`src/rtl/trb_pkg.sv`:
```
// Shared types and constants for the TCP reset builder.
// No dependencies; every rtl file imports this package.
package trb_pkg;

    // Bit positions in the observed TCP flag byte
    localparam int unsigned FlagFin = 0;
    localparam int unsigned FlagSyn = 1;
    localparam int unsigned FlagAck = 4;

    localparam logic [7:0]  ProtoTcp    = 8'd6;
    localparam logic [15:0] TcpHdrBytes = 16'd20;
    // Data offset 5, flags RST|ACK
    localparam logic [15:0] RstOffFlags = 16'h5014;

    // Pseudo-header zero/proto word plus TCP length plus offset/flags word
    localparam logic [15:0] SumConst = {8'd0, ProtoTcp} + TcpHdrBytes + RstOffFlags;

    // Eleven 16-bit terms at most; the running sum fits in 20 bits
    localparam int unsigned SumW = 20;

    // Stage 1: decoded request
    typedef struct packed {
        logic            valid;
        logic [31:0]     rst_src_ip;
        logic [31:0]     rst_dst_ip;
        logic [15:0]     rst_src_port;
        logic [15:0]     rst_dst_port;
        logic [31:0]     seq;
        logic [31:0]     payload;
        logic [1:0]      inc;
        logic [31:0]     rst_seq;
        logic [SumW-1:0] sum;
    } t_s1;

    // Stages 2 and 3: reset ack known, checksum accumulating
    typedef struct packed {
        logic            valid;
        logic [31:0]     rst_src_ip;
        logic [31:0]     rst_dst_ip;
        logic [15:0]     rst_src_port;
        logic [15:0]     rst_dst_port;
        logic [31:0]     rst_seq;
        logic [31:0]     rst_ack;
        logic [SumW-1:0] sum;
    } t_s2;

endpackage

```
`src/rtl/trb_prep.sv`:
```
// First pipeline stage: swap addresses, pick reset seq, payload length, header sums.
// Depends on trb_pkg.
module trb_prep (
    input  logic          i_clk,
    input  logic          i_rst_n,
    input  logic          i_req,
    input  logic [31:0]   i_src_ip,
    input  logic [31:0]   i_dst_ip,
    input  logic [15:0]   i_src_port,
    input  logic [15:0]   i_dst_port,
    input  logic [31:0]   i_seq_number,
    input  logic [31:0]   i_ack_number,
    input  logic [7:0]    i_tcp_flags,
    input  logic [15:0]   i_total_length,
    input  logic [3:0]    i_ip_header_words,
    input  logic [3:0]    i_tcp_header_words,
    output trb_pkg::t_s1  o_s1
);
    import trb_pkg::*;

    t_s1 r_s1;
    t_s1 n_s1;

    always_comb begin
        n_s1.valid        = i_req;
        n_s1.rst_src_ip   = i_dst_ip;
        n_s1.rst_dst_ip   = i_src_ip;
        n_s1.rst_src_port = i_dst_port;
        n_s1.rst_dst_port = i_src_port;
        n_s1.seq          = i_seq_number;
        // Payload wraps modulo 2^32 when headers exceed the packet
        n_s1.payload      = {16'd0, i_total_length}
                          - {26'd0, i_ip_header_words, 2'b00}
                          - {26'd0, i_tcp_header_words, 2'b00};
        n_s1.inc          = {1'b0, i_tcp_flags[FlagSyn]} + {1'b0, i_tcp_flags[FlagFin]};
        n_s1.rst_seq      = i_tcp_flags[FlagAck] ? i_ack_number : 32'd0;
        n_s1.sum          = SumW'(i_dst_ip[31:16]) + SumW'(i_dst_ip[15:0])
                          + SumW'(i_src_ip[31:16]) + SumW'(i_src_ip[15:0])
                          + SumW'(i_dst_port) + SumW'(i_src_port)
                          + SumW'(SumConst);
    end

    always_ff @(posedge i_clk) begin
        if (!i_rst_n) begin
            r_s1 <= '0;
        end else begin
            r_s1 <= n_s1;
        end
    end

    assign o_s1 = r_s1;

endmodule

```
`src/rtl/trb_acc.sv`:
```
// Second and third pipeline stages: form reset ack, add seq and ack words to the sum.
// Depends on trb_pkg.
module trb_acc (
    input  logic          i_clk,
    input  logic          i_rst_n,
    input  trb_pkg::t_s1  i_s1,
    output trb_pkg::t_s2  o_s3
);
    import trb_pkg::*;

    t_s2 r_s2;
    t_s2 n_s2;
    t_s2 r_s3;
    t_s2 n_s3;

    always_comb begin
        n_s2.valid        = i_s1.valid;
        n_s2.rst_src_ip   = i_s1.rst_src_ip;
        n_s2.rst_dst_ip   = i_s1.rst_dst_ip;
        n_s2.rst_src_port = i_s1.rst_src_port;
        n_s2.rst_dst_port = i_s1.rst_dst_port;
        n_s2.rst_seq      = i_s1.rst_seq;
        n_s2.rst_ack      = i_s1.seq + i_s1.payload + {30'd0, i_s1.inc};
        n_s2.sum          = i_s1.sum + SumW'(i_s1.rst_seq[31:16])
                          + SumW'(i_s1.rst_seq[15:0]);
    end

    always_comb begin
        n_s3     = r_s2;
        n_s3.sum = r_s2.sum + SumW'(r_s2.rst_ack[31:16]) + SumW'(r_s2.rst_ack[15:0]);
    end

    always_ff @(posedge i_clk) begin
        if (!i_rst_n) begin
            r_s2 <= '0;
            r_s3 <= '0;
        end else begin
            r_s2 <= n_s2;
            r_s3 <= n_s3;
        end
    end

    assign o_s3 = r_s3;

endmodule

```
`src/rtl/trb_fold.sv`:
```
// Last pipeline stage: fold the carries, complement, register the result ports.
// Depends on trb_pkg.
module trb_fold (
    input  logic          i_clk,
    input  logic          i_rst_n,
    input  trb_pkg::t_s2  i_s3,
    output logic          o_valid,
    output logic [31:0]   o_rst_src_ip,
    output logic [31:0]   o_rst_dst_ip,
    output logic [15:0]   o_rst_src_port,
    output logic [15:0]   o_rst_dst_port,
    output logic [31:0]   o_rst_seq,
    output logic [31:0]   o_rst_ack,
    output logic [15:0]   o_tcp_checksum
);
    import trb_pkg::*;

    logic [16:0] fold1;
    logic [16:0] fold2;
    logic [15:0] n_csum;
    logic        r_valid;
    t_s2         r_out;
    logic [15:0] r_csum;

    always_comb begin
        fold1  = {13'd0, i_s3.sum[SumW-1:16]} + {1'b0, i_s3.sum[15:0]};
        fold2  = {1'b0, fold1[15:0]} + {16'd0, fold1[16]};
        n_csum = ~fold2[15:0];
    end

    always_ff @(posedge i_clk) begin
        r_out  <= i_s3;
        r_csum <= n_csum;
        if (!i_rst_n) begin
            r_valid <= 1'b0;
        end else begin
            r_valid <= i_s3.valid;
        end
    end

    assign o_valid        = r_valid;
    assign o_rst_src_ip   = r_out.rst_src_ip;
    assign o_rst_dst_ip   = r_out.rst_dst_ip;
    assign o_rst_src_port = r_out.rst_src_port;
    assign o_rst_dst_port = r_out.rst_dst_port;
    assign o_rst_seq      = r_out.rst_seq;
    assign o_rst_ack      = r_out.rst_ack;
    assign o_tcp_checksum = r_csum;

endmodule

```
`src/rtl/tcp_reset_builder.sv`:
```
// Top level of the TCP reset builder: four-stage pipeline.
// Depends on trb_pkg, trb_prep, trb_acc and trb_fold.
//
// Usage:
//   Drive the header fields of one observed IPv4/TCP segment on the i_* ports
//   and raise start. A request is taken at each rising edge with start high
//   and busy low. The answering reset segment fields (swapped addresses and
//   ports, reset seq/ack and the TCP checksum over pseudo-header and a fixed
//   20-byte RST|ACK header) appear on the o_* ports with o_valid high for
//   exactly one cycle.
// Throughput: one request per cycle, sustained while busy is low; every stage is a plain
//   register, so a new request may enter at every edge.
// Path: the request is registered at its accept edge, passes the ack-add
//   stage and the checksum-accumulate stage, and the folded checksum is
//   registered into the output ports together with o_valid.
// Reset: synchronous, active low. Clears every stage valid bit, so requests
//   in flight are dropped; busy is high during reset and until r_run is set
//   after it, then stays low.
// Receiver: it cannot stall; each result is shown for one cycle only.
module tcp_reset_builder (
    input  logic        i_clk,
    input  logic        i_rst_n,
    input  logic        start,
    output logic        busy,
    input  logic [31:0] i_src_ip,
    input  logic [31:0] i_dst_ip,
    input  logic [15:0] i_src_port,
    input  logic [15:0] i_dst_port,
    input  logic [31:0] i_seq_number,
    input  logic [31:0] i_ack_number,
    input  logic [7:0]  i_tcp_flags,
    input  logic [15:0] i_total_length,
    input  logic [3:0]  i_ip_header_words,
    input  logic [3:0]  i_tcp_header_words,
    output logic        o_valid,
    output logic [31:0] o_rst_src_ip,
    output logic [31:0] o_rst_dst_ip,
    output logic [15:0] o_rst_src_port,
    output logic [15:0] o_rst_dst_port,
    output logic [31:0] o_rst_seq,
    output logic [31:0] o_rst_ack,
    output logic [15:0] o_tcp_checksum
);
    import trb_pkg::*;

    logic r_run;
    logic req;
    t_s1  s1;
    t_s2  s3;

    // Hold busy high until the first cycle out of reset
    always_ff @(posedge i_clk) begin
        if (!i_rst_n) begin
            r_run <= 1'b0;
        end else begin
            r_run <= 1'b1;
        end
    end

    assign busy = !r_run;
    assign req  = start && r_run;

    // Decode and pre-sum the header words
    trb_prep u_prep (
        .i_clk              (i_clk),
        .i_rst_n            (i_rst_n),
        .i_req              (req),
        .i_src_ip           (i_src_ip),
        .i_dst_ip           (i_dst_ip),
        .i_src_port         (i_src_port),
        .i_dst_port         (i_dst_port),
        .i_seq_number       (i_seq_number),
        .i_ack_number       (i_ack_number),
        .i_tcp_flags        (i_tcp_flags),
        .i_total_length     (i_total_length),
        .i_ip_header_words  (i_ip_header_words),
        .i_tcp_header_words (i_tcp_header_words),
        .o_s1               (s1)
    );

    // Build reset ack, then add seq and ack words into the checksum
    trb_acc u_acc (
        .i_clk   (i_clk),
        .i_rst_n (i_rst_n),
        .i_s1    (s1),
        .o_s3    (s3)
    );

    // Fold carries, complement and drive the result ports
    trb_fold u_fold (
        .i_clk          (i_clk),
        .i_rst_n        (i_rst_n),
        .i_s3           (s3),
        .o_valid        (o_valid),
        .o_rst_src_ip   (o_rst_src_ip),
        .o_rst_dst_ip   (o_rst_dst_ip),
        .o_rst_src_port (o_rst_src_port),
        .o_rst_dst_port (o_rst_dst_port),
        .o_rst_seq      (o_rst_seq),
        .o_rst_ack      (o_rst_ack),
        .o_tcp_checksum (o_tcp_checksum)
    );

`ifndef SYNTH
    // Every accepted request comes out as a result on o_valid
    a_latency: assert property (@(posedge i_clk) disable iff (!i_rst_n)
        (start && !busy) |-> ##4 o_valid)
        else $error("request did not produce a result after four cycles");

    // No result without a matching earlier request
    a_no_phantom: assert property (@(posedge i_clk) disable iff (!i_rst_n)
        o_valid |-> $past(start && !busy, 4))
        else $error("result without matching request");

    // Reset seq is zero unless the observed segment carried ACK
    a_seq_zero: assert property (@(posedge i_clk) disable iff (!i_rst_n)
        o_valid |-> ($past(i_tcp_flags[FlagAck], 4) || o_rst_seq == 32'd0))
        else $error("reset seq nonzero without ACK");

    // Once out of reset, the block never refuses a request
    a_never_busy: assert property (@(posedge i_clk) disable iff (!i_rst_n)
        $past(i_rst_n) |-> !busy)
        else $error("busy raised outside reset");
`endif

endmodule

```
`config.mk`:
```
export PLATFORM = sky130hd
export DESIGN_NAME = tcp_reset_builder
export DESIGN_NICKNAME = d
export VERILOG_FILES = /design/src/rtl/trb_pkg.sv /design/src/rtl/trb_prep.sv /design/src/rtl/trb_acc.sv /design/src/rtl/trb_fold.sv /design/src/rtl/tcp_reset_builder.sv
export SDC_FILE = /design/constraint.sdc
export NUM_CORES = 1
export LEC_CHECK = 0
export BUFFER_PORTS_ARGS = -buffer_cell sky130_fd_sc_hd__buf_2
export CELL_PAD_IN_SITES_DETAIL_PLACEMENT = 2
export CELL_PAD_IN_SITES_GLOBAL_PLACEMENT = 2
export CORE_AREA = 2 2 264 266
export DETAILED_ROUTE_END_ITERATION = 7
export DIE_AREA = 0 0 266 268
export GPL_TIMING_DRIVEN = 0
export PLACE_DENSITY_LB_ADDON = 0.2
export SYNTH_ARGS = -nofsm -noshare
export SYNTH_HDL_FRONTEND = slang
export SYNTH_HIERARCHICAL = 1
export SYNTH_SLANG_ARGS = --single-unit
```
`constraint.sdc`:
```
create_clock -name i_clk -period 13.5 [get_ports i_clk]
set_input_delay 2.7 -clock i_clk [delete_from_list [all_inputs] [get_ports i_clk]]
set_output_delay 2.7 -clock i_clk [all_outputs]
set_load 0.01 [all_outputs]
```
Yosys cells after proc, flatten, opt, wreduce, memory -nomap -nowiden
Index checks and enable logic that the tools add are counted.

storage, ports and cells
  logic and storage cells = 57
  output and inout port bits = 178
  bits in read-only memories = 0
  bits in registers = 755
  RAM bits = 0
  bits in latches = 0
  memories kept = 0
  bits of input ports = 195

cells by class
  div/mod/pow operators = 0
  add/subtract/negate cells = 17
  multiply operators = 0
  shift operators = 0
  mux-type cells = 1
  bitwise operators = 1
  reduce and logical (&&, ||, !) cells = 3
  equal/unequal tests = 0
  order comparisons = 0

operators by type and width
  kind                                            number
  adder 20 x 16 -> 20 bit                         8
  adder 32 x 2 -> 32 bit                          1
  adder 32 bit                                    1
  subtractor 32 x 6 -> 32 bit                     1
  adder 20 x 15 -> 20 bit, second input constant  1
  adder 16 x 16 -> 17 bit                         1
  adder 4 x 16 -> 17 bit                          1
  subtractor 16 x 6 -> 17 bit                     1
  adder 16 x 1 -> 16 bit                          1
  NOT 16 bit                                      1
  adder 1 x 1 -> 2 bit                            1
  AND reduction 2 bit                             1
  logical AND 1 bit                               1
  logical NOT 1 bit                               1
  2-to-1 mux 1 bit                                1

Longest topological paths before layout
  word-level depth = 6
  depth in mapped cells = 17
  gate-level depth less buffers = 17

Modules after synthesis
The synthesis kept the hierarchy.

by module, submodules not included
  module             seq. area each (µm²)  area an instance (µm²)  instances  cells an instance
  trb_acc            7,247.0               13,868.3                1          1,297
  trb_prep           4,003.8               9,018.6                 1          916
  trb_fold           3,543.4               4,296.6                 1          283
  tcp_reset_builder  20.0                  30.0                    1          3

Worst setup path before layout
No wires, ideal clock.

  path kind = input to register
  start point = input i_dst_ip[5]
  end point = register u_prep.r_s1, in the netlist u_prep/o_s1[17]
  setup time = 0.072 ns
  arrival = 6.585 ns
  slack = 6.843 ns
  path buffers = 0
  data required time = 13.428 ns
  stages on the path = 15
  path through = inv_1 -> fa_1 -> inv_1 -> fa_1 -> inv_1 -> fa_1 -> inv_1 -> fa_1 -> ha_1 -> a21oi_1 -> o22ai_1 -> o41ai_1 -> o22ai_1 -> a31oi_1 -> mux2i_1

between the ends
  word-level cells in the longest chain between the ends = 6

RTL lines
  item                                  RTL line                 source
  from (decl)                           tcp_reset_builder.sv:26  input logic [31:0] i_dst_ip,
  adder 16 x 16 -> 17 bit               trb_prep.sv:37           n_s1.sum = SumW'(i_dst_ip[31:16]) + SumW'(i_dst_ip[15:0])
  adder 20 x 16 -> 20 bit (2 in a row)  trb_prep.sv:38           + SumW'(i_src_ip[31:16]) + SumW'(i_src_ip[15:0])
  adder 20 x 16 -> 20 bit (2 in a row)  trb_prep.sv:39           + SumW'(i_dst_port) + SumW'(i_src_port)
  adder 20 x 15 -> 20 bit               trb_prep.sv:40           + SumW'(SumConst);
  to (signal assigned)                  trb_prep.sv:47           r_s1 <= n_s1;
  to (decl)                             trb_prep.sv:21           t_s1 r_s1;

No other way between the ends.
A chain may end at the register's enable or synchronous reset.

Worst setup path in the final report
  start point = input i_dst_ip[2]
  end point = register u_prep.r_s1, in the netlist u_prep/o_s1[17]

Same word-level chain as after synthesis.

==> impl_metrics.ini <==
[status]
outcome = complete, no violations

[logic_synthesis]
async_flop_share_pct = 0
synth_ff_type = dfxtp_1
synthesis.area_mm2 = 0.02721
synth_compound_area_share_pct = 6.460
synth_mux_area_share_pct = 0.5517
avgSynthCellArea_um2 = 10.89
synth_xor_area_share_pct = 2.897
syn_nets = 2937
synth_top_family_by_area = simple AND/OR/NAND/NOR gates
ys_types = 88
syn_inst = 2499
ys_seq_area_share_pct = 54.44
synth_seq_cells = 740
yosys_warnings = 6
yosys.area_share.simple_pct = 16.80
synth_edf_count = 0
synthAdderAreaFrac_pct = 14.05

[min_path]
hold_path_class = reg2reg
hold_path_depth = 0

[clock_tree]
clk_pin_slew_ns = 0.06
clockRootBuffer = clkbuf_16
htree_levels = 3
cts_resized = 0
cts_buffer_depth = 3
cts.sinks = 740
cts_tree = built
worstSkewPairLatency_ns = 0.66
cts_buffers = 78
postCtsHoldBufs = 0
post-cts-setup-buffers = 0

[global_route]
grt.total_usage_pct = 25.86
grt_start_max_net_pins = 16
antenna_found_initial = 8
grt_pass1_vias = 21899
grt_pass1_wl_mm = 136.9
gr-total-overflow = 0

[power]
p_seq_share_pct = 39.9
p_per_area_mw_per_mm2 = 187.5
comb_power_share_pct = 22.2
swShare_pct = 30.54
power_leakage_nw = 15.52
ir_drop_mv = 0.1045
internal_power_mw = 4.297
finalPower_mw = 6.187
p_sw_mw = 1.890
p_clk_share_pct = 37.9

[critical_path]
worst-path-buf-inv = 5
crit_path_end_kind = flip-flop
max_stage_delay_ns = 0.90
crit_type = in2reg
cp.required_ns = 14.07
critical_path_arrival_ns = 7.61
cp_max_fo = 5
slowest_stage = o41ai_1
startpoint_type = primary input
critical-path-top-delay-family = adder cells
reg2reg_depth = 13
cp.depth = 16
crit_path_cell_trace = buf_2 > inv_1 > fa_1 > inv_1 > fa_1 > fa_1 > inv_1 > fa_1 > inv_1 > ha_1 > a21oi_1 > o22ai_1 > o41ai_1 > o22ai_1 > a31oi_1 > mux2i_1

[floorplan]
core_mm2 = 0.06823
dieArea_mm2 = 0.07129
die_h_um = 268
row_count = 96
ios = 373
start_util_pct = 39.89
chipWidth_um = 266

[sta]
worst_clock_skew_ns = 0.04038
worst_pin_slew_ns = 1.406
rsz0062_at_grt = no
period_share_pct = 52.18
hold_violations = 0
drv_slew = 0
setup_viol = 0
period_minus_slack_ns = 7.045
finalSetupTns_ns = 0
relSlewSlack_pct = 6.241
fmax_ghz = 0.1419

[route]
wl_per_cell_um = 23.66
drt-pass1-iter-count = 5
drc = 0
wl_mm = 92.01
via_count = 19108
antenna_left = 0
drt-initial-drc-count = 783
viasPerCell = 4.913

[layout]
final_common_cell = dfxtp_1
finalNetCount = 3380
finish.utilization_pct = 48.37
drive_above_1_share_pct = 18.34
nFillCells = 7018
area_growth_pct = 21.26
design_area_mm2 = 0.03300
layout_common_cells = dfxtp_1, and2_1, buf_2

[placed_design]
portBuffers = 363
place_area_mm2 = 0.03013
gp_congestion = 0.8611
post-dp-hpwl_mm = 67.41

[run]
drv_cap = 0
-- Yosys cell counts (6+ instances only) --
library cell  instances  area, um^2
fa_1                103        2062
a211o_1               6       52.55
nand3_1              20       100.1
a21oi_1              78       390.4
nor3_1               31       155.2
or3_1                 7       43.79
xor2_1               40       350.3
clkbuf_1             71       266.5
nand4_1              14       87.58
o21a_1                8       60.06
inv_1               221       829.6
nor2b_1              18       112.6
a21o_1               33       247.7
and3_1               41       256.5
and2_1              371        2321
dfxtp_1             740       14810
a31oi_1              19       118.9
nand2b_1             20       125.1
o21bai_1              6       45.04
xnor2_1              50       437.9
nor2_1              174       653.1
o22ai_1               9       56.30
o21ai_0              39       195.2
o31ai_1               6       45.04
nor4_1                6       37.54
buf_4                18       135.1
o21ai_1               7       35.03
mux2i_1              15       150.1
a211oi_1              6       45.04
ha_1                140        1752
nand2_1              79       296.5
nand4b_1              6       52.55
-- final timing paths --
check	from	end	slack, ns
worst max-delay path	i_dst_ip[2]	u_prep/o_s1[17]	6.46
worst min-delay path	u_acc/o_s3[171]	u_fold/o_rst_src_ip[23]	0.31
worst max register to register	u_acc/o_s3[16]	u_fold/o_tcp_checksum[12]	9.80
worst min register to register	u_acc/o_s3[171]	u_fold/o_rst_src_ip[23]	0.31
-- metal layers --
metal  GRT usage [%]  vias to the layer above  routed length (um)
met1           31.91                     9585               39360
met4           8.731                        4                2549
li1                -                     8903                   -
met3           4.032                      140                3932
met5               0                        -                  27
met2           46.04                      476               46140
-- cell type report --
cell class,instances,area [um^2],area share (%)
antenna,3,7.507,0.02275
tap,882,1104,3.344
clock inverter,31,610.6,1.850
sequential,740,14810,44.89
buffer,99,466.7,1.414
inverter,223,837.1,2.537
clock buffer,111,2247,6.810
timing repair buffer,363,1817,5.505
multi-input combinational,1437,11100,33.62
-- power groups by stage --
| stage | registers (mW) | logic (mW) | clock network (mW) |
|---|---|---|---|
| after global routing | 2.48 | 1.53 | 2.50 |
| after floorplan | 2.48 | 0.887 | 0 |
| after detailed placement | 2.51 | 1.32 | 0 |
| final | 2.47 | 1.37 | 2.35 |
| after global placement | 2.51 | 1.26 | 0 |
| after CTS | 2.47 | 1.38 | 2.40 |
-- per-stage QoR --
| step | setup WS (ns) | hold slack, ns | std cells |
|---|---|---|---|
| finish | 6.455 | 0.3072 | 3889 |
| floorplan | 6.843 | 0.3096 | 2499 |
| CTS | 6.609 | 0.3077 | 3886 |
| global route | 6.235 | 0.3228 | 3888 |
| detailed placement | 6.081 | 0.3132 | 3744 |
| global placement | 6.171 | 0.3122 | 3744 |
-- sequential cells by signal, summed over array words and instances, names as in the netlist, 16 cells and up --
signal and flops:
u_fold/o_rst_src_port 16, u_acc/r_s2 20, u_fold/o_rst_src_ip 32, u_fold/o_tcp_checksum 16, u_fold/o_rst_dst_ip 32, u_fold/o_rst_ack 32, u_acc/o_s3 181, u_acc/n_s3 161
u_fold/o_rst_dst_port 16, u_prep/o_s1 200, u_fold/o_rst_seq 32
-- cells by family after synthesis --
group	after synthesis
flops	740
buf+inv	322
fa+ha+maj	244
compound gates	264
mux	15
simple gates	823
other cells	1
xor+xnor	90
-- worst reg2reg max path: stages (launching register included) --
cell	delay, ns
dfxtp_1	0.34
ha_1	0.21
inv_1	0.07
fa_1	0.39
nand2b_2	0.24
a21oi_4	0.29
and3_2	0.28
and3_1	0.20
ha_1	0.18
ha_1	0.21
nand2_1	0.14
nor4_1	0.59
o21ai_0	0.24
xor2_1	0.18
Note: power is estimated with default switching activity, not from simulation.
